## src/hw/rtl/cjr_pkg.sv

```systemverilog
// shared command types and action codes for the contact jacobian row unit
package cjr_pkg;

   // action codes of a request
   localparam logic [1:0] ACT_CONTACT = 2'd0;
   localparam logic [1:0] ACT_BODY0   = 2'd1;
   localparam logic [1:0] ACT_BODY1   = 2'd2;

   // controller to datapath command
   typedef struct packed {
      logic       load_in;
      logic       load_contact;
      logic       calc_d;
      logic [4:0] step;
      logic       out_load;
   } cjr_cmd_type;

endpackage

```

## src/hw/rtl/cjr_ctrl.sv

```systemverilog
// sequencer for one body request: steps through the shared multiplier schedule
module cjr_ctrl
   import cjr_pkg::*;
(
   input  logic        clock,
   input  logic        reset,
   input  logic        req_valid,
   input  logic [1:0]  req_action,
   output logic        req_ready,
   output logic        rsp_valid,
   input  logic        rsp_ready,
   output cjr_cmd_type cmd
);
   localparam logic [1:0] ST_IDLE = 2'd0;
   localparam logic [1:0] ST_RUN  = 2'd1;

   localparam logic [4:0] LAST_STEP = 5'd26;

   logic [1:0] state_ff, state_in;
   logic [4:0] step_ff, step_in;
   logic       out_ff, out_in;
   logic       acc;
   logic       fin;

   assign req_ready = (state_ff == ST_IDLE);
   assign acc       = req_valid && req_ready;
   assign fin       = (state_ff == ST_RUN) && (step_ff == LAST_STEP) && (!out_ff || rsp_ready);
   assign rsp_valid = out_ff;

   // next state logic
   always_comb begin
      state_in = state_ff;
      step_in  = step_ff;
      out_in   = out_ff && !rsp_ready;
      case (state_ff)
         ST_IDLE: begin
            step_in = 5'd0;
            if (acc && (req_action == ACT_BODY0 || req_action == ACT_BODY1)) begin
               state_in = ST_RUN;
            end
         end
         ST_RUN: begin
            if (step_ff != LAST_STEP) begin
               step_in = step_ff + 5'd1;
            end else if (fin) begin
               state_in = ST_IDLE;
               out_in   = 1'b1;
            end
         end
         default: state_in = ST_IDLE;
      endcase
   end

   // command to the datapath
   always_comb begin
      cmd.load_in      = acc;
      cmd.load_contact = acc && (req_action == ACT_CONTACT);
      cmd.calc_d       = (state_ff == ST_RUN) && (step_ff == 5'd0);
      cmd.step         = (state_ff == ST_RUN) ? step_ff : 5'd31;
      cmd.out_load     = fin;
   end

   // state registers
   always_ff @(posedge clock) begin
      if (reset) begin
         state_ff <= ST_IDLE;
         step_ff  <= 5'd0;
         out_ff   <= 1'b0;
      end else begin
         state_ff <= state_in;
         step_ff  <= step_in;
         out_ff   <= out_in;
      end
   end
endmodule

```

## config.mk

```make
export PLATFORM = sky130hd
export DESIGN_NAME = cjr_ctrl
export DESIGN_NICKNAME = d
export VERILOG_FILES = /design/src/hw/rtl/cjr_pkg.sv /design/src/hw/rtl/cjr_ctrl.sv
export SDC_FILE = /design/constraint.sdc
export NUM_CORES = 1
export LEC_CHECK = 0
export BUFFER_PORTS_ARGS = -buffer_cell sky130_fd_sc_hd__buf_2
export CAP_MARGIN = 20
export CORE_AREA = 2 2 39 41
export CTS_BUF_LIST = sky130_fd_sc_hd__clkbuf_4
export DETAILED_ROUTE_END_ITERATION = 16
export DIE_AREA = 0 0 41 43
export SYNTH_ARGS = -nofsm -noshare
export SYNTH_HDL_FRONTEND = slang
export SYNTH_SLANG_ARGS = --single-unit
```

## constraint.sdc

```tcl
create_clock -name clock -period 1.64 [get_ports clock]
set_input_delay 0 -clock clock [delete_from_list [all_inputs] [get_ports clock]]
set_output_delay 0 -clock clock [all_outputs]
set_load 0.01 [all_outputs]
```

==> impl_metrics.ini <==
[cells_and_area]
final.fill_count = 137
drive_gt1_share_pct = 33.3
syn_to_final_growth_pct = 20.3
fin_nets = 80
multi_input_area_um2 = 289
diodes = 0
instances_no_fill = 85
final-seq-area_um2 = 141

[worst_setup_path]
criticalPathCategory = reg -> out
arrival_ns = 1.51
path_delay_family = simple AND/OR/NAND/NOR gates
crit_slowest_cell = and4b_1
max_stage_delay_ns = 0.34
path_buf_inv = 2
worstSetupEndpointType = primary output
path_cells = inv_1 > ha_1 > and4b_1 > and3_1 > buf_2
required_ns = 1.64
cp_max_fo = 5
worst_setup_path_start_kind = register

[floorplan]
row_count = 14
dieHeight_um = 43
die_x_um = 41
ios = 17
die_area_um2 = 1760
start_util_pct = 35.3
core-area_um2 = 1380

[placed_design]
globalplace.congestion = 0.695
dp.cells = 81
io_buffers = 16
post-place-ws_ns = 0.331
dp_hpwl_um = 687

[global_routing]
grt_pass1_wl_mm = 1.52
track_usage_pct = 13.4
gr-total-overflow = 0
grt_pass1_vias = 372
grt_max_degree = 12
antenna_found_initial = 0

[yosys]
synth_area_leader_cell = dfxtp_1
syn-num-nets = 64
synthFlopType = dfxtp_1
synth_warnings = 0
yosys.cell_count.top_type = dfxtp_1
yosysUniqueCellTypes = 24
yosys-top-cells-count = dfxtp_1, inv_1, nand2b_1, nand3b_1
synth_area_um2 = 488
syn_avg_cell_area_um2 = 9.04
async_flop_share_pct = 0
ys_ff_latch = 7
synthTopCellsByArea = dfxtp_1, ha_1, mux2i_1
synth_edf_count = 0
synth_top_area_share_pct = 28.7
yosysSeqAreaShare_pct = 28.7
syn_inst = 54

[drt]
vias_per_cell = 4.64
ant_nets = 0
drt_wl_total_um = 951
num_vias = 394
wl_per_cell_um = 11.2
drc_errors = 0
firstDrtPassIters = 4
first_iter_violations = 8

[cts]
clkTransAtPathRegs_ns = 0.06
max-clock-path-buffers = 2
htreeDepth = 1
cts_made_buffers = 3
root_buffer = clkbuf_4
cts_tree = done
worstSkewPairLatency_ns = 0.26
post_cts_buffers = 0
cts.sinks = 7

[sta]
setup_slack_ns = 0.134
final-hold-violation-count = 0
skew_ns = 0.00435
grt_setup_unrepaired = no
tightest_slew_ns = 0.332
setup-tns-final_ns = 0
fmax_mhz = 664
relSlewSlack_pct = 77.9
min_period_over_period_pct = 91.8
slew_violations = 0
setup_viol = 0
period_minus_slack_ns = 1.51

[power_and_ir_drop]
ir_drop_mv = 0.331
power_per_cell_area_nw_per_um2 = 736
p_leak_uw = 0.000260

[run]
drv_cap = 0

[hold_path]
hp-class = in -> reg

[run_status]
outcome = finished clean
[stage by stage]
stage                     hold WS [ns]  power, µW  utilization, %  cell area [µm²]
after global placement           0.284        255            40.1              556
after CTS                       0.0157        438            42.3              586
after detailed placement         0.292        255            40.1              556
final                           0.0178        432            42.4              587
after floorplan                  0.180        230               -              488
after global routing            0.0484        458            42.4              587
[logic make-up after synthesis]
group	Yosys count	synth area share [%]
buf+inv	11	12.0
mux	4	8.21
compound gates	3	5.38
flops	7	28.7
fa+ha+maj	4	10.3
simple gates	24	33.6
xor+xnor	1	1.80
[cell usage in the layout (no fill, tap or decap), drive strengths merged, types with 2 or more instances in the layout]
cell type and n:
clkbuf 4, ha 4, inv 5, nand2 2, buf 17, nand2b 5
mux2i 4, nand3 2, or3b 3, dfxtp 7, nand3b 5
[path summary, 6_finish.rpt]
path	startpoint	to	slack, ns	cells after the start
min reg2reg	step_ff[0]$_SDFFE_PP0P_	step_ff[0]$_SDFFE_PP0P_	0.52	2
max	step_ff[0]$_SDFFE_PP0P_	cmd[0]	0.13	5
max reg2reg	step_ff[0]$_SDFFE_PP0P_	state_ff[0]$_SDFFE_PP0P_	0.39	4
min	reset	state_ff[0]$_SDFFE_PP0P_	0.02	2
[flip-flops by register name (all words and copies together), names as in the netlist]
signal     count
step_ff        5
rsp_valid      1
state_ff       1
[final cells by class]
type	instances	share of cell area, %
inverters	5	3.20
clock buffers	4	5.12
well taps	16	3.41
flip-flops and latches	7	24.1
repair buffers	17	14.9
multi-input cells	36	49.3
[worst reg2reg max path: stages (launching register included)]
cell and delay, ns:
dfxtp_2 0.35, inv_1 0.08, ha_1 0.21, and4b_1 0.27
a311oi_2 0.27
[layer usage]
| layer | share of wire [%] | vias to the layer above | global-route usage [%] |
|---|---|---|---|
| met4 | 2.1 | 0 | 12.0 |
| li1 | - | 213 | - |
| met1 | 48 | 165 | 15.9 |
| met2 | 45 | 14 | 18.8 |
| met3 | 5.3 | 2 | 3.14 |
| met5 | 0 | - | 0 |
[where the power goes]
| part | total, µW | internal (µW) | switching (µW) | leakage [µW] |
|---|---|---|---|---|
| registers | 182 | 174 | 7.43 | 0.0000572 |
| clock network | 180 | 110 | 70.6 | 0.0000184 |
| logic | 69.6 | 34.2 | 35.4 | 0.000184 |
| total | 432 | 318 | 113 | 0.000260 |
[what timing repair did]
action                     CTS  global route
setup endpoints to repair    0             1
hold buffers                 0             0
resized for setup            0             1
Power figures use the tool's default switching activity.
